**config.mk**
```make
export PLATFORM = sky130hd
export DESIGN_NAME = max_heap_priority_queue
export DESIGN_NICKNAME = d
export VERILOG_FILES = /design/src/hdl/mhpq_pkg.sv /design/src/hdl/mhpq_ram.sv /design/src/hdl/mhpq_seq.sv /design/src/hdl/max_heap_priority_queue.sv
export SDC_FILE = /design/constraint.sdc
export NUM_CORES = 1
export LEC_CHECK = 0
export ABC_AREA = 1
export BUFFER_PORTS_ARGS = -buffer_cell sky130_fd_sc_hd__buf_2
export CAP_MARGIN = 20
export CELL_PAD_IN_SITES_DETAIL_PLACEMENT = 1
export CELL_PAD_IN_SITES_GLOBAL_PLACEMENT = 1
export CORE_ASPECT_RATIO = 0.75
export CORE_MARGIN = 2
export CORE_UTILIZATION = 35
export DETAILED_ROUTE_END_ITERATION = 8
export GPL_TIMING_DRIVEN = 0
export PLACE_DENSITY = 0.62
export SYNTH_ARGS = -nofsm -noshare
export SYNTH_HDL_FRONTEND = slang
export SYNTH_SLANG_ARGS = --single-unit
```
**constraint.sdc**
```tcl
create_clock -name clk -period 11.8 [get_ports clk]
set_input_delay 0.59 -clock clk [delete_from_list [all_inputs] [get_ports clk]]
set_output_delay 0.59 -clock clk [all_outputs]
set_load 0.005 [all_outputs]
```
**src/hdl/mhpq_pkg.sv**
```systemverilog
// ----------------------------------------------------------------------------
// mhpq_pkg
// Shared types and constants for the binary max-heap priority queue.
// ----------------------------------------------------------------------------
package mhpq_pkg;

  localparam int CAPACITY_DEF = 16;
  localparam int KEY_W        = 32;
  localparam int MODE_W       = 2;
  localparam int COUNT_W      = 5;

  localparam logic [MODE_W-1:0] MODE_INSERT  = 2'd0;
  localparam logic [MODE_W-1:0] MODE_EXTRACT = 2'd1;
  localparam logic [MODE_W-1:0] MODE_PEEK    = 2'd2;
  localparam logic [MODE_W-1:0] MODE_RSVD    = 2'd3;  // behaves as peek

  localparam logic signed [KEY_W-1:0] EMPTY_VALUE = 32'sh7FFF_FFFF;

  typedef enum logic [1:0] {
    ST_OK       = 2'd0,
    ST_OVERFLOW = 2'd1,
    ST_EMPTY    = 2'd2
  } status_t;

  typedef enum logic [3:0] {
    S_IDLE,
    S_UP_RD,
    S_UP_CMP,
    S_EX_RD0,
    S_EX_RDLAST,
    S_EX_LAST,
    S_DN_RDL,
    S_DN_RDR,
    S_DN_CMPR,
    S_DN_MOVE,
    S_PK_RD,
    S_PK_GET
  } state_t;

  typedef struct packed {
    logic [MODE_W-1:0]       mode;
    logic signed [KEY_W-1:0] key;
  } in_word_t;

  typedef struct packed {
    logic signed [KEY_W-1:0] value;
    status_t                 status;
    logic [COUNT_W-1:0]      count;
  } out_word_t;

endpackage

```
**src/hdl/mhpq_ram.sv**
```systemverilog
// ----------------------------------------------------------------------------
// mhpq_ram
// Generic single-write, single-read RAM with registered read data.
// ----------------------------------------------------------------------------
module mhpq_ram #(
  parameter int WIDTH = 32,
  parameter int DEPTH = 16
) (
  input  logic                     clk,
  input  logic                     wr_en,
  input  logic [$clog2(DEPTH)-1:0] wr_addr,
  input  logic [WIDTH-1:0]         wr_data,
  input  logic [$clog2(DEPTH)-1:0] rd_addr,
  output logic [WIDTH-1:0]         rd_data
);

  logic [WIDTH-1:0] mem [DEPTH];
  logic [WIDTH-1:0] rd_data_r;

  always_ff @(posedge clk) begin
    if (wr_en) begin
      mem[wr_addr] <= wr_data;
    end
    rd_data_r <= mem[rd_addr];
  end

  assign rd_data = rd_data_r;

endmodule

```
**src/hdl/mhpq_seq.sv**
```systemverilog
// ----------------------------------------------------------------------------
// mhpq_seq
// Heap sequencer: walks sift-up / sift-down one level at a time through the
// heap RAM, with a single shared signed comparator.
// ----------------------------------------------------------------------------
module mhpq_seq #(
  parameter int CAPACITY = 16
) (
  input  logic                        clk,
  input  logic                        rst_n,
  input  logic                        start,
  input  mhpq_pkg::in_word_t          in_word,
  output logic                        busy,
  output logic                        out_valid,
  output mhpq_pkg::out_word_t         out_word,
  output logic                        ram_wr_en,
  output logic [$clog2(CAPACITY)-1:0] ram_wr_addr,
  output logic [mhpq_pkg::KEY_W-1:0]  ram_wr_data,
  output logic [$clog2(CAPACITY)-1:0] ram_rd_addr,
  input  logic [mhpq_pkg::KEY_W-1:0]  ram_rd_data
);

  import mhpq_pkg::*;

  localparam int IW = $clog2(CAPACITY);
  localparam int CW = $clog2(CAPACITY + 1);
  localparam int LW = IW + 2;  // holds child index up to 2*CAPACITY

  state_t                  state_r, state_nxt;
  logic [CW-1:0]           count_r, count_nxt;
  logic [IW-1:0]           idx_r, idx_nxt;
  logic [IW-1:0]           big_r, big_nxt;
  logic signed [KEY_W-1:0] key_r, key_nxt;
  logic signed [KEY_W-1:0] cand_r, cand_nxt;
  logic signed [KEY_W-1:0] value_r, value_nxt;
  logic                    moved_r, moved_nxt;
  logic                    out_valid_r, out_valid_nxt;
  out_word_t               out_word_r, out_word_nxt;

  logic signed [KEY_W-1:0] rd_key;
  logic signed [KEY_W-1:0] cmp_a, cmp_b;
  logic                    cmp_gt;
  logic [IW-1:0]           pidx;
  logic [LW-1:0]           lidx, ridx, n_ext;

  assign rd_key = signed'(ram_rd_data);
  assign pidx   = (idx_r - IW'(1)) >> 1;
  assign lidx   = {1'b0, idx_r, 1'b1};
  assign ridx   = lidx + LW'(1);
  assign n_ext  = LW'(count_r);

  // shared comparator
  assign cmp_gt = cmp_a > cmp_b;

  always_comb begin
    unique case (state_r)
      S_UP_CMP:  begin cmp_a = key_r;  cmp_b = rd_key; end
      S_DN_CMPR: begin cmp_a = rd_key; cmp_b = cand_r; end
      default:   begin cmp_a = rd_key; cmp_b = key_r;  end
    endcase
  end

  always_ff @(posedge clk) begin
    if (!rst_n) begin
      state_r     <= S_IDLE;
      count_r     <= '0;
      out_valid_r <= 1'b0;
    end else begin
      state_r     <= state_nxt;
      count_r     <= count_nxt;
      out_valid_r <= out_valid_nxt;
    end
  end

  always_ff @(posedge clk) begin
    idx_r      <= idx_nxt;
    big_r      <= big_nxt;
    key_r      <= key_nxt;
    cand_r     <= cand_nxt;
    value_r    <= value_nxt;
    moved_r    <= moved_nxt;
    out_word_r <= out_word_nxt;
  end

  always_comb begin
    state_nxt     = state_r;
    count_nxt     = count_r;
    idx_nxt       = idx_r;
    big_nxt       = big_r;
    key_nxt       = key_r;
    cand_nxt      = cand_r;
    value_nxt     = value_r;
    moved_nxt     = moved_r;
    out_valid_nxt = 1'b0;
    out_word_nxt  = out_word_r;
    ram_wr_en     = 1'b0;
    ram_wr_addr   = idx_r;
    ram_wr_data   = key_r;
    ram_rd_addr   = '0;

    unique case (state_r)
      S_IDLE: begin
        if (start) begin
          unique case (in_word.mode) inside
            MODE_INSERT: begin
              if (count_r < CW'(CAPACITY)) begin
                idx_nxt   = IW'(count_r);
                count_nxt = count_r + CW'(1);
                key_nxt   = in_word.key;
                state_nxt = S_UP_RD;
              end else begin
                out_valid_nxt       = 1'b1;
                out_word_nxt.value  = '0;
                out_word_nxt.status = ST_OVERFLOW;
                out_word_nxt.count  = COUNT_W'(count_r);
              end
            end
            MODE_EXTRACT: begin
              if (count_r == '0) begin
                out_valid_nxt       = 1'b1;
                out_word_nxt.value  = EMPTY_VALUE;
                out_word_nxt.status = ST_EMPTY;
                out_word_nxt.count  = COUNT_W'(count_r);
              end else begin
                count_nxt = count_r - CW'(1);
                state_nxt = S_EX_RD0;
              end
            end
            MODE_PEEK, MODE_RSVD: begin
              if (count_r == '0) begin
                out_valid_nxt       = 1'b1;
                out_word_nxt.value  = EMPTY_VALUE;
                out_word_nxt.status = ST_EMPTY;
                out_word_nxt.count  = COUNT_W'(count_r);
              end else begin
                state_nxt = S_PK_RD;
              end
            end
          endcase
        end
      end

      // sift-up keeps the moving key in key_r and shifts parents down
      S_UP_RD: begin
        if (idx_r == '0) begin
          ram_wr_en           = 1'b1;
          out_valid_nxt       = 1'b1;
          out_word_nxt.value  = '0;
          out_word_nxt.status = ST_OK;
          out_word_nxt.count  = COUNT_W'(count_r);
          state_nxt           = S_IDLE;
        end else begin
          ram_rd_addr = pidx;
          state_nxt   = S_UP_CMP;
        end
      end

      S_UP_CMP: begin
        ram_wr_en = 1'b1;
        if (cmp_gt) begin
          ram_wr_data = ram_rd_data;
          idx_nxt     = pidx;
          state_nxt   = S_UP_RD;
        end else begin
          out_valid_nxt       = 1'b1;
          out_word_nxt.value  = '0;
          out_word_nxt.status = ST_OK;
          out_word_nxt.count  = COUNT_W'(count_r);
          state_nxt           = S_IDLE;
        end
      end

      S_EX_RD0: begin
        ram_rd_addr = '0;
        state_nxt   = S_EX_RDLAST;
      end

      // root arrives; count_r already holds the new count = index of last entry
      S_EX_RDLAST: begin
        value_nxt   = rd_key;
        ram_rd_addr = IW'(count_r);
        if (count_r == '0) begin
          out_valid_nxt       = 1'b1;
          out_word_nxt.value  = rd_key;
          out_word_nxt.status = ST_OK;
          out_word_nxt.count  = COUNT_W'(count_r);
          state_nxt           = S_IDLE;
        end else begin
          state_nxt = S_EX_LAST;
        end
      end

      S_EX_LAST: begin
        key_nxt   = rd_key;
        idx_nxt   = '0;
        state_nxt = S_DN_RDL;
      end

      S_DN_RDL: begin
        if (lidx >= n_ext) begin
          ram_wr_en           = 1'b1;
          out_valid_nxt       = 1'b1;
          out_word_nxt.value  = value_r;
          out_word_nxt.status = ST_OK;
          out_word_nxt.count  = COUNT_W'(count_r);
          state_nxt           = S_IDLE;
        end else begin
          ram_rd_addr = lidx[IW-1:0];
          state_nxt   = S_DN_RDR;
        end
      end

      // left child arrives: larger of key and left child
      S_DN_RDR: begin
        cand_nxt  = cmp_gt ? rd_key : key_r;
        moved_nxt = cmp_gt;
        big_nxt   = lidx[IW-1:0];
        if (ridx < n_ext) begin
          ram_rd_addr = ridx[IW-1:0];
          state_nxt   = S_DN_CMPR;
        end else begin
          state_nxt = S_DN_MOVE;
        end
      end

      S_DN_CMPR: begin
        if (cmp_gt) begin
          cand_nxt  = rd_key;
          moved_nxt = 1'b1;
          big_nxt   = ridx[IW-1:0];
        end
        state_nxt = S_DN_MOVE;
      end

      S_DN_MOVE: begin
        ram_wr_en = 1'b1;
        if (moved_r) begin
          ram_wr_data = cand_r;
          idx_nxt     = big_r;
          state_nxt   = S_DN_RDL;
        end else begin
          out_valid_nxt       = 1'b1;
          out_word_nxt.value  = value_r;
          out_word_nxt.status = ST_OK;
          out_word_nxt.count  = COUNT_W'(count_r);
          state_nxt           = S_IDLE;
        end
      end

      S_PK_RD: begin
        ram_rd_addr = '0;
        state_nxt   = S_PK_GET;
      end

      S_PK_GET: begin
        out_valid_nxt       = 1'b1;
        out_word_nxt.value  = rd_key;
        out_word_nxt.status = ST_OK;
        out_word_nxt.count  = COUNT_W'(count_r);
        state_nxt           = S_IDLE;
      end

      default: begin
        state_nxt = S_IDLE;
      end
    endcase
  end

  assign busy      = (state_r != S_IDLE);
  assign out_valid = out_valid_r;
  assign out_word  = out_word_r;

`ifndef NO_ASSERTIONS
  a_count_bound: assert property (@(posedge clk) disable iff (!rst_n)
    count_r <= CW'(CAPACITY))
    else $error("entry count above capacity");

  a_valid_idle: assert property (@(posedge clk) disable iff (!rst_n)
    out_valid_r |-> state_r == S_IDLE)
    else $error("result shown while sequencer busy");

  a_write_busy: assert property (@(posedge clk) disable iff (!rst_n)
    ram_wr_en |-> state_r != S_IDLE)
    else $error("heap write while idle");

  a_insert_count: assert property (@(posedge clk) disable iff (!rst_n)
    (state_r == S_IDLE && start && in_word.mode == MODE_INSERT
     && count_r < CW'(CAPACITY)) |=> count_r == $past(count_r) + CW'(1))
    else $error("insert did not bump count");

  a_extract_count: assert property (@(posedge clk) disable iff (!rst_n)
    (state_r == S_IDLE && start && in_word.mode == MODE_EXTRACT
     && count_r != '0) |=> count_r == $past(count_r) - CW'(1))
    else $error("extract did not drop count");
`endif

endmodule

```
**src/hdl/max_heap_priority_queue.sv**
```systemverilog
// ----------------------------------------------------------------------------
// max_heap_priority_queue
// Binary max-heap of signed 32-bit keys: insert, extract-max and peek.
// ----------------------------------------------------------------------------
// An operation is taken when start is high and busy is low. Overflow and empty
// results need no heap access: busy stays low and the result word is shown in
// the cycle after the accepting edge. Any other operation raises busy, and its
// single result word appears on out_word with out_valid high for exactly one
// cycle, the cycle in which busy falls. The receiver cannot stall, so it must
// take the word in that cycle. Timing is set by the one-read, one-write heap
// RAM with registered read and one compare per step: peek reads the root;
// insert climbs one level per read-and-compare step until the key is no larger
// than its parent or reaches the root; extract reads the root and, unless that
// empties the heap, the last entry, then descends one level per step, reading
// the left child and, if present, the right child, until no child is larger.
// The store needs no clearing pass: the block is ready right after reset.
module max_heap_priority_queue #(
  parameter int CAPACITY = mhpq_pkg::CAPACITY_DEF
) (
  input  logic                clk,
  input  logic                rst_n,
  input  logic                start,
  input  mhpq_pkg::in_word_t  in_word,
  output logic                busy,
  output logic                out_valid,
  output mhpq_pkg::out_word_t out_word
);

  import mhpq_pkg::*;

  localparam int IW = $clog2(CAPACITY);

  logic             ram_wr_en;
  logic [IW-1:0]    ram_wr_addr;
  logic [KEY_W-1:0] ram_wr_data;
  logic [IW-1:0]    ram_rd_addr;
  logic [KEY_W-1:0] ram_rd_data;

  mhpq_seq #(
    .CAPACITY (CAPACITY)
  ) u_seq (
    .clk         (clk),
    .rst_n       (rst_n),
    .start       (start),
    .in_word     (in_word),
    .busy        (busy),
    .out_valid   (out_valid),
    .out_word    (out_word),
    .ram_wr_en   (ram_wr_en),
    .ram_wr_addr (ram_wr_addr),
    .ram_wr_data (ram_wr_data),
    .ram_rd_addr (ram_rd_addr),
    .ram_rd_data (ram_rd_data)
  );

  mhpq_ram #(
    .WIDTH (KEY_W),
    .DEPTH (CAPACITY)
  ) u_heap_ram (
    .clk     (clk),
    .wr_en   (ram_wr_en),
    .wr_addr (ram_wr_addr),
    .wr_data (ram_wr_data),
    .rd_addr (ram_rd_addr),
    .rd_data (ram_rd_data)
  );

endmodule
```
Word level (Yosys, flattened, before mapping)
Memories as Yosys holds them, arrays and structs flattened. A register that Yosys moved wholly into a read port is not among the register bits.
Cells that the tools add are included.
Cells by class
  add/sub/neg operators: 4
  $lt $le $gt $ge: 4
  eq/ne operators: 32
  muxes and demuxes: 62
  reductions and logical operators: 19
Operator list (number)
  39-bit two-way mux: 8
  39-bit case mux with 7 select lines: 1
  32-bit case mux with 2 select lines: 4
  32-bit two-way mux: 7
  39-bit case mux with 2 select lines: 1
  4-bit two-way mux: 12
  4-bit case mux with 11 select lines: 1
  32-bit > comparator: 1
  4-bit case mux with 4 select lines: 2
  4-bit by 3-bit == test with 1-bit output (second input constant): 4
  4-bit == test (second input constant): 4
  2-bit by 1-bit != test with 1-bit output (second input constant): 8
  1-bit two-way mux: 12
  3-bit two-way mux: 4
  3-bit != test (second input constant): 4
  4-bit case mux with 3 select lines: 1
  5-bit two-way mux: 2
  2-bit != test (second input constant): 5
  5-bit case mux with 2 select lines: 1
  9-bit AND reduction: 1
  4-bit by 2-bit == test with 1-bit output (second input constant): 2
  4-bit zero test: 2
  4-bit case mux with 2 select lines: 1
  4-bit AND reduction: 2
  other kinds (25): 31
Word-level totals
  bits in registers: 154
  bits in writable memories: 512
  output and inout port bits: 41
  logic and storage cells: 134
  memories kept: 1
Memory list
  u_heap_ram.mem: words 16, width 32, read ports 1, clocked after memory_dff 1, wr ports 1, RTL line mhpq_ram.sv:17  | logic [WIDTH-1:0] mem [DEPTH];

Logic depth before layout (Yosys ltp)
  depth after elaboration: 5
  mapped depth: 27
  depth with buffers taken out: 25

Hierarchy
A second synthesis with hierarchy kept.
Unflattened totals
  cells, all modules: 3346
  area total of the unflattened synthesis: 32453.6 sq um
By module, submodules not included
  mhpq_ram: instances 1, cells an instance 2120, area an instance 22730.6 sq um, sequential area each 16015.4 sq um
  mhpq_seq: instances 1, cells an instance 1226, area an instance 9723.1 sq um, sequential area each 4524.3 sq um

Least setup slack after synthesis
No wires, ideal clock.
  kind: register to register
  from: reg u_seq.state_r[1]
  to: reg u_seq.big_r[0] (enable)
  setup time: 0.483 ns
  arrival: 5.440 ns
  path slack: 5.877 ns
  stages on the path, launching flop included: 21
  cell sequence: dfxtp_1 inv_2 nor2_1 inv_2 nor2_1 buf_2 inv_1 clkbuf_1 buf_2 o22ai_1 a21oi_1 ha_1 a21o_1 nor2_1 nand2_1 a21oi_1 nand2_1 nand2_1 nand3_2 buf_2 o21ai_0
On the way
  longest elaborated chain between the ends: 5
Ends and longest elaborated chain
  start, declared: RTL line mhpq_seq.sv:29  | state_t state_r, state_nxt;
  start signal, assigned: RTL line mhpq_seq.sv:69  | state_r <= state_nxt;
  4-bit == test or 4-bit by 2-bit == test with 1-bit output (tied branches): RTL line mhpq_seq.sv:56, mhpq_seq.sv:101
  32-bit case mux with 2 select lines or 32-bit two-way mux (tied branches): RTL line mhpq_seq.sv:56  | unique case (state_r)
  32-bit > comparator: RTL line mhpq_seq.sv:53  | assign cmp_gt = cmp_a > cmp_b;
  2-bit by 1-bit != test with 1-bit output (no source line)
  2-bit AND reduction (no source line) (*)
  end signal, assigned: RTL line mhpq_seq.sv:77  | big_r <= big_nxt;
  end, declared: RTL line mhpq_seq.sv:32  | logic [IW-1:0] big_r, big_nxt;
Mark *: on every way between the ends. The rest lies on a longest branch, timed or not.
A chain may end at the register's enable or synchronous reset.

Final worst setup path
  from: reg u_seq.state_r[3]
  to: mem u_heap_ram.mem[14][21] (data pin)
On the way
  longest elaborated chain between the ends: 5
Ends and longest elaborated chain
  4-bit == test or 4-bit by 2-bit == test with 1-bit output (tied branches): RTL line mhpq_seq.sv:56, mhpq_seq.sv:101
  32-bit case mux with 2 select lines or 32-bit two-way mux (tied branches): RTL line mhpq_seq.sv:56
  32-bit > comparator: RTL line mhpq_seq.sv:53
  32-bit two-way mux: RTL line mhpq_seq.sv:160  | if (cmp_gt) begin
  32-bit case mux with 2 select lines (*): RTL line mhpq_seq.sv:101  | unique case (state_r)
  net ram_wr_data[21]: RTL line max_heap_priority_queue.sv:35  | logic [KEY_W-1:0] ram_wr_data;
  end, declared: RTL line mhpq_ram.sv:17
Mark *: on every way through the listed nets, which the timed path passes. The rest lies on a longest branch.

==> impl_metrics.tcl <==
set metrics [dict create \
    synth_adder_area_share_pct 2.01 \
    ys_seq_area_share_pct 66.4 \
    met1_length_mm 52.1 \
    clock-sinks 698 \
    insertion_delay_ns 0.65 \
    postSynthAreaPerCell_sq_um 10.6 \
    viasPerCell 5.43 \
    min_path_type "in2reg" \
    critPathRequiredTime_ns 11.95 \
    ys_warn_count 0 \
    vias 23438 \
    setup_violations 0 \
    skew_ns 0.0273 \
    htree_levels 3 \
    crit_arrival_ns 6.35 \
    drc_errors 0 \
    area_growth_pct 15.6 \
    synth_nets 3015 \
    drt-pass1-iter-count 6 \
    cts_root_buffer "clkbuf_16" \
    post_cts_buffers 0 \
    report.final.hold_viol_count 0 \
    worst_pin_slew_ns 1.13 \
    numCtsBuffers 72 \
    antenna_found_initial 2 \
    start_util_pct 35.3 \
    synth_top_family_by_area "simple AND/OR/NAND/NOR gates" \
    synthSimpleGateAreaFrac_pct 17.6 \
    io-pin-count 78 \
    post_drt_wl_per_cell_um 25.4 \
    synth_cell_types 45 \
    synth_top_cell_by_area "edfxtp_1" \
    holdWs_ns 0.244 \
    synth.area.mux_share_pct 0 \
    synth_area_leaders "edfxtp_1 64%, nand2_1 8.4%, nand3_1 4.3%" \
    synth_edf_count 656 \
    grt_max_degree 31 \
    fillers 9665 \
    final_nets 3196 \
    synth_compound_area_share_pct 8.20 \
    timing.fmax_ghz 0.161 \
    postCtsResizedCells 0 \
    rsz0062_at_grt "no" \
    synth-xor-area-share_pct 0.198 \
    route.met2.wl_mm 47.2 \
    finalMaxSlewViolations 0 \
    die_y_um 261 \
    gp_congestion 0.897 \
    end_kind "register" \
    synth_common_cells "693 x nand2_1, 656 x edfxtp_1, 321 x nor2_1" \
    cp_max_fo 16 \
    track_usage_pct 24.0 \
    clk_path_buf_depth 3 \
    drive_above_1_share_pct 11.7 \
    tns_ns 0 \
    dp_hpwl_mm 79.8 \
    ys_ff_latch 698 \
    layout_min_cycle_time_ns 6.20 \
    cts_tree "done" \
    status "finished, final reports clean" \
    ys_async_sr_fraction_pct 0 \
    synth.most_common_cell "nand2_1" \
    maxSlewHeadroom_pct 24.5 \
    n_antenna_cell 0 \
    ys.flop_type "edfxtp_1" \
    p_per_area_nw_per_um2 311 \
    drt-total-wl_mm 110 \
    grt_overflow_total 0 \
    critPathKind "reg2reg" \
    port_buffers 77 \
    num_rows 94 \
    die-area_sq_um 90800 \
    cp-start-kind "register" \
    dr.max_layer_used "met4" \
    stdcell_count 4318 \
    netlist_area_sq_um 30900 \
    coreArea_sq_um 87600 \
    die_w_um 347 \
    cap_violations 0 \
    ir_worst_vdd_v 0.000254 \
    grt_pass1_vias 23990 \
    wl_met3_mm 7.90 \
    grt_pass1_wl_mm 160 \
    netlist_instances 2929 \
    drt_iter0_markers 2253 \
    place_inst 4188 \
    power.leakage_uw 0.0135 \
    yosysTopAreaCellShare_pct 63.7 \
    ctsHoldBuffers 0 \
    clk_pin_slew_worst_paths_ns 0.07 \
    fin_crit_sh_pct 52.6 \
    ant_nets 0 \
]
critical path, cell delays in order (launching register included):
cell and delay, ns:
dfxtp_1 0.34, inv_2 0.06, nor2_1 0.11, inv_2 0.08
nor2_1 0.68, inv_1 0.36, clkbuf_1 0.43, o22ai_1 0.25
a21oi_1 0.08, ha_1 0.40, nand4_1 0.15, nor2_1 0.51
nand2_1 0.11, nand2_1 0.16, nand2_1 0.15, nand3_1 0.14
nand3_2 0.22, nand2_2 0.29, buf_2 0.45, nand2_1 0.10
nand2_1 0.09, nand3_1 0.53
cells in the final DEF, fill, tap and decap left out, types with 59 or more instances in the layout:
| cell type | synthesis | final |
|---|---|---|
| o21ai_1 | 137 | 137 |
| nand2_1 | 693 | 692 |
| inv_1 | 212 | 212 |
| buf_2 | 69 | 146 |
| clkbuf_16 | 0 | 77 |
| o21ai_0 | 164 | 163 |
| o22ai_1 | 59 | 59 |
| edfxtp_1 | 656 | 656 |
| nand3_1 | 268 | 268 |
| nor2_1 | 321 | 308 |
final timing paths:
kind	end	slack [ns]	cells after the start	from
worst max-delay path	u_heap_ram.mem[14][21]$_DFFE_PP_	5.60	21	u_seq.state_r[3]$_SDFFE_PN0P_
worst min-delay path	u_seq.key_r[23]$_DFFE_PP_	0.24	3	in_word[23]
worst max register to register	u_heap_ram.mem[14][21]$_DFFE_PP_	5.60	21	u_seq.state_r[3]$_SDFFE_PN0P_
worst min register to register	u_seq.value_r[13]$_DFFE_PP_	0.44	0	u_heap_ram.rd_data[13]$_DFF_P_
power breakdown:
group          leakage [uW]  internal [uW]  switching (uW)  total, uW
logic               0.00603           1170            3610       4770
registers           0.00628           3830             164       4000
clock network       0.00116           1350            1000       2350
through the flow:
stage	power, uW	utilization, %	setup WS, ns	instance area, sq um
final	11100	40.8	5.60	35800
after global routing	11700	40.8	5.40	35800
after CTS	11100	40.8	5.81	35800
after detailed placement	8710	38.1	5.83	33400
after global placement	8470	37.4	2.23	32800
after floorplan	6690	-	5.88	30900
flip-flops by register name, summed over array words and instances (netlist names):
register and cells:
u_seq.count_r 5, u_seq.out_word 39, u_seq.value_r 32, u_seq.moved_r 1, u_seq.big_r 4, u_heap_ram.mem 512
u_seq.state_r 4, u_seq.out_valid 1, u_seq.cand_r 32, u_seq.ram_wr_addr 4, u_heap_ram.rd_data 32, u_seq.key_r 32
layout make-up:
type	instances	area [sq um]	share of cell area (%)
Sequential cell	698	20500	57.4
Multi-Input combinational cell	1844	8800	24.6
Clock buffer	93	2030	5.67
Inverter	224	843	2.36
Tap cell	1152	1440	4.03
Buffer	163	871	2.44
Clock inverter	37	353	0.987
Timing Repair Buffer	107	883	2.47
cell families after synthesis:
kind of cell / after synthesis
DFF: 698
adders and majority gates: 49
xor gates and xnor gates: 7
and+or+nand+nor: 1323
AOI/OAI and AO/OA: 465
buffers and inverters: 387
routing by layer:
layer	track usage [%]	vias to the layer above
li1	-	10469
met1	35.8	11978
met4	5.95	0
met5	0	-
met3	4.25	157
met2	36.3	834
Power figures use the tool's default switching activity.
